===== config.mk =====
export PLATFORM = sky130hd
export DESIGN_NAME = key_click_long_press_detector
export DESIGN_NICKNAME = d
export VERILOG_FILES = /design/src/rtl/kclp_pkg.sv /design/src/rtl/kclp_lane.sv /design/src/rtl/kclp_merge.sv /design/src/rtl/key_click_long_press_detector.sv
export SDC_FILE = /design/constraint.sdc
export NUM_CORES = 2
export LEC_CHECK = 0
export ABC_AREA = 1
export BUFFER_PORTS_ARGS = -buffer_cell sky130_fd_sc_hd__buf_2
export CORE_ASPECT_RATIO = 0.6
export CORE_MARGIN = 4
export CORE_UTILIZATION = 35
export DETAILED_ROUTE_END_ITERATION = 8
export SLEW_MARGIN = 15
export SYNTH_ARGS = -nofsm -noshare
export SYNTH_HDL_FRONTEND = slang
export SYNTH_SLANG_ARGS = --single-unit

===== constraint.sdc =====
create_clock -name i_clk -period 7.8 [get_ports i_clk]
set_clock_uncertainty 0.05 [all_clocks]
set_input_delay 0.78 -clock i_clk [delete_from_list [all_inputs] [get_ports i_clk]]
set_output_delay 0.78 -clock i_clk [all_outputs]
set_load 0.03 [all_outputs]

===== src/rtl/kclp_pkg.sv =====
// ----------------------------------------------------------------------------
// kclp_pkg
// Shared types and constants for the key click / long-press detector.
// ----------------------------------------------------------------------------
package kclp_pkg;

    // Fixed field widths of the frame and the result
    localparam int KEY_W           = 16;
    localparam int KEY_WORD_W      = 18;
    localparam int MOUSE_LEFT_BIT  = 16;
    localparam int MOUSE_RIGHT_BIT = 17;
    localparam int FLAG_W          = 18;
    localparam int TIME_W          = 16;

    // Stream payload widths, padded to whole bytes
    localparam int IN_TDATA_W  = 24;
    localparam int OUT_TDATA_W = 56;

    // Configuration port
    localparam int CFG_IDX_W = 2;

    typedef enum logic [CFG_IDX_W-1:0] {
        CFG_CLICK_TIME = 2'd0,
        CFG_LONG_TIME  = 2'd1
    } t_cfg_index;

    localparam logic [TIME_W-1:0] CLICK_TIME_RST = 16'd5;
    localparam logic [TIME_W-1:0] LONG_TIME_RST  = 16'd100;

    // Flags one lane hands to the merge stage
    typedef struct packed {
        logic press;
        logic lng;
        logic click;
    } t_lane_flags;

    // Occupancy of the output skid stage
    typedef struct packed {
        logic main_valid;
        logic skid_valid;
    } t_skid_status;

endpackage


===== src/rtl/kclp_lane.sv =====
// ----------------------------------------------------------------------------
// kclp_lane
// One key: saturating hold counter plus press, long and click flags.
// ----------------------------------------------------------------------------
module kclp_lane #(
    parameter int COUNT_WIDTH = 16
) (
    input  logic                         i_clk,
    input  logic                         i_rst_n,
    input  logic                         i_advance,
    input  logic                         i_held,
    input  logic [kclp_pkg::TIME_W-1:0]  i_click_time,
    input  logic [kclp_pkg::TIME_W-1:0]  i_long_time,
    output kclp_pkg::t_lane_flags        o_flags_next
);

    // Compare on a width that holds both the count and the times
    localparam int CMP_W = (COUNT_WIDTH > kclp_pkg::TIME_W) ? COUNT_WIDTH : kclp_pkg::TIME_W;
    localparam logic [COUNT_WIDTH-1:0] COUNT_MAX = {COUNT_WIDTH{1'b1}};

    logic [COUNT_WIDTH-1:0] r_cnt;
    logic [COUNT_WIDTH-1:0] n_cnt;
    logic                   r_press;
    logic                   r_long;
    logic                   r_click;
    logic [COUNT_WIDTH-1:0] cnt_inc;
    logic [CMP_W-1:0]       inc_ext;
    logic [CMP_W-1:0]       cnt_ext;
    logic [CMP_W-1:0]       click_ext;
    logic [CMP_W-1:0]       long_ext;

    assign cnt_inc   = (r_cnt == COUNT_MAX) ? r_cnt : r_cnt + 1'b1;
    assign inc_ext   = CMP_W'(cnt_inc);
    assign cnt_ext   = CMP_W'(r_cnt);
    assign click_ext = CMP_W'(i_click_time);
    assign long_ext  = CMP_W'(i_long_time);

    always_comb begin
        if (i_held) begin
            n_cnt              = cnt_inc;
            o_flags_next.press = r_press | (inc_ext > click_ext);
            o_flags_next.lng   = r_long | (inc_ext > long_ext);
            o_flags_next.click = r_click;
        end else begin
            // release: report a click only for a hold strictly between the times
            n_cnt              = '0;
            o_flags_next.press = 1'b0;
            o_flags_next.lng   = 1'b0;
            o_flags_next.click = (cnt_ext > click_ext) && (cnt_ext < long_ext);
        end
    end

    always_ff @(posedge i_clk) begin
        if (!i_rst_n) begin
            r_cnt   <= '0;
            r_press <= 1'b0;
            r_long  <= 1'b0;
            r_click <= 1'b0;
        end else if (i_advance) begin
            r_cnt   <= n_cnt;
            r_press <= o_flags_next.press;
            r_long  <= o_flags_next.lng;
            r_click <= o_flags_next.click;
        end
    end

endmodule


===== src/rtl/kclp_merge.sv =====
// ----------------------------------------------------------------------------
// kclp_merge
// Gather lane flags into the result words and hold them in a skid stage.
// ----------------------------------------------------------------------------
module kclp_merge #(
    parameter int NUM_KEYS = 18
) (
    input  logic                                 i_clk,
    input  logic                                 i_rst_n,
    input  logic                                 i_push,
    input  kclp_pkg::t_lane_flags                i_lanes [NUM_KEYS],
    output logic                                 o_ready,
    output logic                                 o_tvalid,
    input  logic                                 i_tready,
    output logic [kclp_pkg::OUT_TDATA_W-1:0]     o_tdata,
    output kclp_pkg::t_skid_status               o_status
);

    localparam int FW = kclp_pkg::FLAG_W;
    // Keys that reach the result words
    localparam int NK = (NUM_KEYS < FW) ? NUM_KEYS : FW;

    logic [FW-1:0]                     press_w;
    logic [FW-1:0]                     long_w;
    logic [FW-1:0]                     click_w;
    logic [kclp_pkg::OUT_TDATA_W-1:0]  beat;
    logic                              r_main_valid;
    logic                              r_skid_valid;
    logic [kclp_pkg::OUT_TDATA_W-1:0]  r_main_data;
    logic [kclp_pkg::OUT_TDATA_W-1:0]  r_skid_data;
    logic                              pop;

    // Keys past the result width are dropped; missing keys read as zero
    always_comb begin
        press_w = '0;
        long_w  = '0;
        click_w = '0;
        for (int j = 0; j < NK; j++) begin
            press_w[j] = i_lanes[j].press;
            long_w[j]  = i_lanes[j].lng;
            click_w[j] = i_lanes[j].click;
        end
    end

    assign beat = {{(kclp_pkg::OUT_TDATA_W - 3*FW){1'b0}}, click_w, long_w, press_w};
    assign pop  = r_main_valid && i_tready;

    always_ff @(posedge i_clk) begin
        if (!i_rst_n) begin
            r_main_valid <= 1'b0;
            r_skid_valid <= 1'b0;
        end else begin
            if (!r_main_valid || pop) begin
                if (r_skid_valid) begin
                    r_main_valid <= 1'b1;
                    r_skid_valid <= 1'b0;
                end else begin
                    r_main_valid <= i_push;
                end
            end else if (i_push) begin
                r_skid_valid <= 1'b1;
            end
        end
    end

    always_ff @(posedge i_clk) begin
        if (!r_main_valid || pop) begin
            r_main_data <= r_skid_valid ? r_skid_data : beat;
        end
        if (i_push && !r_skid_valid) begin
            r_skid_data <= beat;
        end
    end

    assign o_ready             = !r_skid_valid;
    assign o_tvalid            = r_main_valid;
    assign o_tdata             = r_main_data;
    assign o_status.main_valid = r_main_valid;
    assign o_status.skid_valid = r_skid_valid;

endmodule


===== src/rtl/key_click_long_press_detector.sv =====
// ----------------------------------------------------------------------------
// key_click_long_press_detector
// Per-key hold counters giving press, long-press and click flags per frame.
// ----------------------------------------------------------------------------
// Usage:
//   Each beat on the s_axis channel is one remote-control frame: 16 keyboard
//   bits plus left and right mouse buttons, 18 keys in all. Every beat gives
//   exactly one beat on m_axis carrying the press, long and click flag words.
//   One lane per key updates its hold counter on every accepted beat, all
//   lanes side by side; the merge stage packs their flags into the result.
//   Throughput is one frame per cycle while m_axis is not stalled: the lanes
//   and the skid stage take a new beat every clock; results are registered.
//   The cfg channel writes click_time (index 0) and long_time (index 1); it
//   is always ready and writes to other indexes are dropped. Write it only
//   while no frame is in flight.
//   Reset (synchronous, active low) zeroes all counters and flags, empties
//   the output stage and restores click_time = 5, long_time = 100.
//   When the receiver stalls, the result holds in the output register and one
//   more frame lands in the skid register; s_axis_tready then drops until the
//   receiver takes a beat.
// ----------------------------------------------------------------------------
module key_click_long_press_detector #(
    parameter int NUM_KEYS    = 18,
    parameter int COUNT_WIDTH = 16
) (
    input  logic                                 i_clk,
    input  logic                                 i_rst_n,
    // frame input: [15:0] key_bits, [16] mouse_left, [17] mouse_right
    input  logic                                 s_axis_tvalid,
    output logic                                 s_axis_tready,
    input  logic [kclp_pkg::IN_TDATA_W-1:0]      s_axis_tdata,
    // result: [17:0] press_flags, [35:18] long_flags, [53:36] click_flags
    output logic                                 m_axis_tvalid,
    input  logic                                 m_axis_tready,
    output logic [kclp_pkg::OUT_TDATA_W-1:0]     m_axis_tdata,
    // configuration writes
    input  logic                                 i_cfg_valid,
    output logic                                 o_cfg_ready,
    input  logic [kclp_pkg::CFG_IDX_W-1:0]       i_cfg_index,
    input  logic [kclp_pkg::TIME_W-1:0]          i_cfg_data
);

    logic [kclp_pkg::TIME_W-1:0]     r_click_time;
    logic [kclp_pkg::TIME_W-1:0]     r_long_time;
    logic [kclp_pkg::KEY_WORD_W-1:0] key_word;
    logic                            in_beat;
    kclp_pkg::t_lane_flags           lane_flags [NUM_KEYS];
    kclp_pkg::t_skid_status          skid_status;

    assign o_cfg_ready = 1'b1;

    // Register file: only the two listed indexes take effect
    always_ff @(posedge i_clk) begin
        if (!i_rst_n) begin
            r_click_time <= kclp_pkg::CLICK_TIME_RST;
            r_long_time  <= kclp_pkg::LONG_TIME_RST;
        end else if (i_cfg_valid) begin
            unique case (kclp_pkg::t_cfg_index'(i_cfg_index))
                kclp_pkg::CFG_CLICK_TIME: r_click_time <= i_cfg_data;
                kclp_pkg::CFG_LONG_TIME:  r_long_time  <= i_cfg_data;
                default: ;
            endcase
        end
    end

    // Unpack the frame into one key word: keyboard low, mouse buttons above
    assign key_word = {s_axis_tdata[kclp_pkg::MOUSE_RIGHT_BIT],
                       s_axis_tdata[kclp_pkg::MOUSE_LEFT_BIT],
                       s_axis_tdata[kclp_pkg::KEY_W-1:0]};

    assign in_beat = s_axis_tvalid && s_axis_tready;

    // One lane per key; keys beyond the frame are never held
    for (genvar k = 0; k < NUM_KEYS; k++) begin : g_lane
        logic held;
        if (k < kclp_pkg::KEY_WORD_W) begin : g_in_frame
            assign held = key_word[k];
        end else begin : g_extra
            assign held = 1'b0;
        end

        kclp_lane #(
            .COUNT_WIDTH (COUNT_WIDTH)
        ) u_lane (
            .i_clk        (i_clk),
            .i_rst_n      (i_rst_n),
            .i_advance    (in_beat),
            .i_held       (held),
            .i_click_time (r_click_time),
            .i_long_time  (r_long_time),
            .o_flags_next (lane_flags[k])
        );
    end

    kclp_merge #(
        .NUM_KEYS (NUM_KEYS)
    ) u_merge (
        .i_clk    (i_clk),
        .i_rst_n  (i_rst_n),
        .i_push   (in_beat),
        .i_lanes  (lane_flags),
        .o_ready  (s_axis_tready),
        .o_tvalid (m_axis_tvalid),
        .i_tready (m_axis_tready),
        .o_tdata  (m_axis_tdata),
        .o_status (skid_status)
    );

    // The skid register only fills behind a held output beat
    a_skid_behind_main: assert property (@(posedge i_clk) disable iff (!i_rst_n)
        skid_status.skid_valid |-> skid_status.main_valid)
        else $error("skid stage full while output stage empty");

    // After every accepted frame the output holds a valid beat the next cycle
    a_beat_to_output: assert property (@(posedge i_clk) disable iff (!i_rst_n)
        in_beat |=> m_axis_tvalid)
        else $error("accepted frame produced no output beat");

    // A frame accepted under a stalled output lands in the skid register
    a_stall_fills_skid: assert property (@(posedge i_clk) disable iff (!i_rst_n)
        (in_beat && m_axis_tvalid && !m_axis_tready) |=> skid_status.skid_valid)
        else $error("frame lost while output stalled");

    // Input back-pressure only while both stages hold beats
    a_ready_when_room: assert property (@(posedge i_clk) disable iff (!i_rst_n)
        !s_axis_tready |-> (skid_status.main_valid && skid_status.skid_valid))
        else $error("input stalled with room in the output stages");

endmodule

; ---- Word level (Yosys, flattened, before mapping)
; Index checks and enable logic that the tools add are counted.
[op_classes]
n_eq_ne = 19
muxes = 56
bitwise_logic = 37
n_reduce_logical = 28
order_cmp = 72
addsub = 18
[ops]
columns = op, n
row1 = greater-than comparator 16 bit, 54
row2 = 2-to-1 mux 16 bit, 36
row3 = adder 16 x 1 -> 16 bit (second input constant), 18
row4 = equality test 16 bit (second input constant), 18
row5 = < comparator 16 bit, 18
row6 = 2-to-1 mux 3 bit, 18
row7 = 2-to-1 mux 54 bit, 1
row8 = bitwise OR 1 bit, 36
row9 = logical AND 1 bit, 21
row10 = AND reduction 2 bit, 2
row11 = equality test 2 x 1 -> 1 bit (second input constant), 1
row12 = logical NOT 1 bit, 2
row13 = logical NOT 2 bit, 1
row14 = OR reduction 2 bit, 1
row15 = logical OR 1 bit, 1
row16 = 2-to-1 mux 1 bit, 1
row17 = inverter 1 bit, 1
[totals]
output_inout_bits = 59
inputBits = 47
elab_cells = 308
reg_bits = 484

; ---- Logic depth before layout (Yosys ltp)
[logic_depth]
depth_word = 6
mapped_depth = 24
ltp_nobuf = 23

; ---- Hierarchy
; Synthesis repeated with hierarchy kept, for this count alone.
[hier_totals]
cells_unflattened = 8218
hier_area_um2 = 55076.6
[by_module_without_submodules]
columns = module, seq_area_each_um2, instances, cells_per_inst, area_each_um2
row1 = kclp_lane at g_lane[0].u_lane ..., 380.4, 9, 429, 2723.9
row2 = kclp_lane at g_lane[17].u_lane ..., 380.4, 6, 429, 2807.7
row3 = kclp_merge, 3283.1, 1, 298, 4041.4
row4 = kclp_lane at g_lane[6].u_lane, 380.4, 1, 428, 2806.4
row5 = kclp_lane at g_lane[14].u_lane, 380.4, 1, 424, 2772.7
row6 = kclp_lane at g_lane[3].u_lane, 380.4, 1, 430, 2725.1
row7 = key_click_long_press_detector, 640.6, 1, 203, 1370.1

; ---- Worst setup path before layout
; No wires, ideal clock.
[synth_path]
kind = input port to flip-flop
from = in s_axis_tvalid
to = reg u_merge.r_skid_data[0] (netlist name) (enable)
arrival_ns = 2.932
path_buffers = 2
path_slack_ns = 4.378
path_stages = 4
setup_ns = 0.440
t_required_ns = 7.310
cell_sequence = inv_1 nor2_1 clkbuf_1 clkbuf_1
[synth_via]
elab_chain_cells = 2
[synth_rtl]
columns = item, line
row1 = "start, declared", key_click_long_press_detector.sv:29  ; input logic s_axis_tvalid,
row2 = logical AND 1 bit, key_click_long_press_detector.sv:71  ; assign in_beat = s_axis_tvalid && s_axis_tready;
row3 = via g_lane[0].u_lane.i_advance, kclp_lane.sv:10  ; input logic i_advance,
row4 = logical AND 1 bit, kclp_merge.sv:70  ; if (i_push && !r_skid_valid) begin
row5 = "end signal, assigned", kclp_merge.sv:71  ; r_skid_data <= beat;
row6 = "end, declared", kclp_merge.sv:30  ; logic [kclp_pkg::OUT_TDATA_W-1:0] r_skid_data;
; The timed path passes the listed nets, and every way through them passes these cells.
; A chain may end at the register's enable or synchronous reset.

; ---- Final worst setup path
[layout_path]
from = reg u_merge.r_skid_valid
to = out s_axis_tready
[layout_via]
elab_chain_cells = 1
[layout_rtl]
columns = item, line
row1 = "start, declared", kclp_merge.sv:28  ; logic r_skid_valid;
row2 = "start signal, assigned", kclp_merge.sv:51  ; r_skid_valid <= 1'b0;
row3 = "start signal, assigned", kclp_merge.sv:56  ; r_skid_valid <= 1'b0;
row4 = "start signal, assigned", kclp_merge.sv:61  ; r_skid_valid <= 1'b1;
row5 = logical NOT 1 bit, kclp_merge.sv:75  ; assign o_ready = !r_skid_valid;
row6 = "end, declared", key_click_long_press_detector.sv:30  ; output logic s_axis_tready,
; Every way passes these cells.

==> metrics list <==
- The run finished with clean final reports.
- Top Metal Used: met5
- After clock tree synthesis, the clock-pin slew on the worst setup and hold paths is 0.07 ns.
- Area of the placeable core: 0.145 mm²
* Post-route minimum period: 4.23 ns
* Tightest Hold Check Type: in -> reg
* Half-perimeter wire length after detailed placement: 121 mm
* Most common cell after layout, fill and taps aside: nand2_1
- Critical Path AT: 3.40 ns
- Post-detailed-route wirelength per cell: 18.8 µm
- Horizontal die dimension: 503 µm
- Critical Path Fanout Max: 56
* Maximum clock frequency: 0.237 GHz
- The initial utilization of the core area, before any placement, comes to 0.354.
- Total length of routed met3 wires: 17.0 mm
- DR DRC count: 0
- Fraction of final layout cells with drive strength greater than 1: 0.0514
- Synthesis inferred 484 register bits.
- After detailed routing, the met2 layer carries 71.5 mm of wire.
- Count of endpoints failing setup in the final report: 0
* Post-route ant nets: 0
- The final-report max-slew violation count is 0.
- YS warnings: 0
* FF-to-FF setup slack: 3.96 ns
- In this run, CTS created clock tree buffers numbering 56.
* Routability congestion estimate: 0.892
- Count of vias placed by the detailed router: 51.1k
* Sequential share of power: 0.388
* Commonest cells after routing, fill and taps aside: 2463 x nand2_1, 1152 x ha_1, 850 x a21oi_1
- STA classifies the critical path startpoint as a register.
- The net count of the finished layout is 8852.
- The floorplan has 108 rows.
- Avg Cell Area, Syn: 6.79 µm²
- Walking the worst path, the cells encountered are clkinv_2, buf_4, buf_2.
- Fill cells: 15.2k
* Static leakage: 0.0287 µW
* Worst supply voltage drop on vdd: 160 µV
- Critical path's slowest cell: dfxtp_4
- Entering global routing, the biggest net connects 145 pins.
- For this block, the initial DRC count from the detailed router was 4811.
* Required time of the worst setup path: 6.97 ns
* Post-Route Utilization: 0.386
* Power per standard cell area: 122 mW/mm²
* Routed metal-1 wire length: 87.8 mm
- Counting every instance in the synthesized netlist gives 7589.
- Die area: 0.154 mm²
- In this run the critical register-to-register path is launched from u_merge.r_skid_valid.
- Internal Pwr Total: 4570 µW
* Synthesized cell area: 0.0515 mm²
* Clock latency on the worst-skew pair: 0.69 ns
- Net switching power figure: 2280 µW
* Worst-margin pin slew: 1.14 ns
- Of the total power, the share spent switching nets is 0.333.
* Via count of the first global-routing pass: 46.1k
- Sequential area share after synthesis: 0.209
* Antenna violations before repair: 8
* Period Utilization, post-route: 0.542
* Max Cap Violations: 0
* Maximum cell stage delay along the critical path: 1.05 ns
- Min-Delay Path Depth: 3
* Cts repair resizes: 0
- Layout overhead on the synthesized area: 8.95%
- Critical hold path startpoint: i_cfg_data[6]
- The final hold violation count came to 0.
- Quantity of I/O buffers inserted on ports: 96
- In this run the critical register-to-register path is captured at g_lane[2].u_lane.r_long.
- Tightest slew margin relative to the limit: 0.241
* Global-route wire length before repair: 275 mm
* CTS sink count: 484
* Final wirelength: 181 mm
- GRT Total Usage: 0.228
* Hold Path End: r_long_time[6]
- Measured in cells, the most critical reg-to-reg path has a length of 7.
- Number of H-tree levels: 2
* Cell family contributing the most delay on the critical path: buffers and inverters
* Crit Path Category: reg -> out
- Top-level port count: 106
- TritonCTS built the clock tree.
- The tree is rooted in a clkbuf_16.
- Startpoint of the worst setup timing path: u_merge.r_skid_valid
- The share of total power dissipated in the clock network is 0.432.
* Die Ht: 305 µm
- Setup repair after global routing left no endpoint under its margin.
- Global routing finished with a remaining overflow of 0.
- Per-cell via count in the routed design: 5.31
* Critical path buffer and inverter count: 3
- No sink is reached through more buffers than the 3 on the longest clock path.
- DRT Pass-1 Iters: 6
- The synthesized netlist contains 46 unique library cells.
- Adding up every negative setup slack in the final design gives 0 ns.
- Logic gate share of total power: 0.180
- After clock tree synthesis, the flow added hold-fix buffers numbering 0.
* Endpoint kind of the worst setup timing path: output port
* Total setup buffers inserted after CTS: 0
## tightest hold or removal path: stages
cell and delay [ns]:
buf_2 0.09, nand2_1 0.05, o211ai_1 0.07
## stage by stage
stage | instance area, µm² | hold slack (ns) | instances | setup WS [ns] | total power, µW
after global placement | 54200 | 0.380 | 9520 | 3.93 | 3890
final | 56100 | 0.314 | 9628 | 3.57 | 6850
after floorplan | 51500 | 0.423 | 7590 | 4.38 | 3470
after CTS | 56100 | 0.281 | 9626 | 3.56 | 6880
after detailed placement | 54200 | 0.387 | 9520 | 3.88 | 3930
after global routing | 56100 | 0.297 | 9628 | 3.51 | 7140
## power by group through the flow
| stage | sequential (µW) | combinational (µW) | clock (µW) |
|---|---|---|---|
| floorplan | 2740 | 737 | 0 |
| global placement | 2710 | 1170 | 0 |
| detailed placement | 2710 | 1210 | 0 |
| CTS | 2660 | 1220 | 3010 |
| global route | 2660 | 1380 | 3100 |
| finish | 2660 | 1230 | 2960 |
## synthesized netlist by cell type (all sizes together)
cell type / count / area [µm²]
nand2: 2484 / 9380
ha: 1152 / 14400
a21oi: 860 / 4340
nor2: 723 / 2820
inv: 716 / 2690
dfxtp: 376 / 7530
o21ai: 251 / 1340
nand3: 233 / 1190
nand4: 151 / 951
xor2: 137 / 1200
edfxtp: 108 / 3240
clkbuf: 88 / 340
nor3: 71 / 380
o21a: 54 / 405
buf: 47 / 282
o21bai: 37 / 278
xnor2: 23 / 201
nor4: 18 / 113
a21o: 17 / 128
and2: 13 / 81.3
a21boi: 7 / 52.6
o211ai: 7 / 52.6
nand3b: 5 / 37.5
or2: 5 / 31.3
conb: 2 / 7.51
a211oi: 1 / 7.51
a31oi: 1 / 6.26
and3: 1 / 6.26
or3: 1 / 11.3
## state kept, by name, summed over array words and instances, names as in the netlist
signal,cells
g_lane.u_lane.cnt_ext,288
u_merge.o_tdata,54
u_merge.r_skid_data,54
g_lane.u_lane.r_click,18
g_lane.u_lane.r_long,18
g_lane.u_lane.r_press,18
r_click_time,16
r_long_time,16
u_merge.o_tvalid,1
u_merge.r_skid_valid,1
## layer usage
layer  GRT usage  vias up
met3      0.0426      272
met2       0.330     1863
met5           0        -
met1       0.346    23492
met4      0.0526        2
li1            -    25512
## how the worst max path moves through the flow
stage	endpoint	slack, ns	depth (start not counted)
after global placement	g_lane[2].u_lane.r_press	3.93	9
after detailed placement	g_lane[2].u_lane.r_long	3.88	9
after CTS	s_axis_tready	3.56	3
after global routing	s_axis_tready	3.51	3
after floorplan	u_merge.r_skid_data[0]	4.38	4
final	s_axis_tready	3.57	3
## logic make-up (layout without fill, tap and decap cells)
logic type      Yosys count  after routing  share of synthesized area
compound gates         1235           1235                      0.128
xor+xnor                160            160                     0.0272
fa+ha+maj              1152           1152                      0.280
buf+inv                 851            962                     0.0642
flops                   484            484                      0.209
other cells               2              5                   0.000146
simple gates           3705           3705                      0.291
## cell type report
cell class	count	area [µm²]	area share
Clock buffer	72	1590	0.0283
Sequential cell	484	10800	0.192
Timing Repair Buffer	140	826	0.0147
Tap cell	1925	2410	0.0429
Antenna cell	2	5.00	0.0000892
Multi-Input combinational cell	6255	37500	0.667
Clock inverter	34	362	0.00644
Inverter	716	2700	0.0482
(Power assumes the default switching activity.)
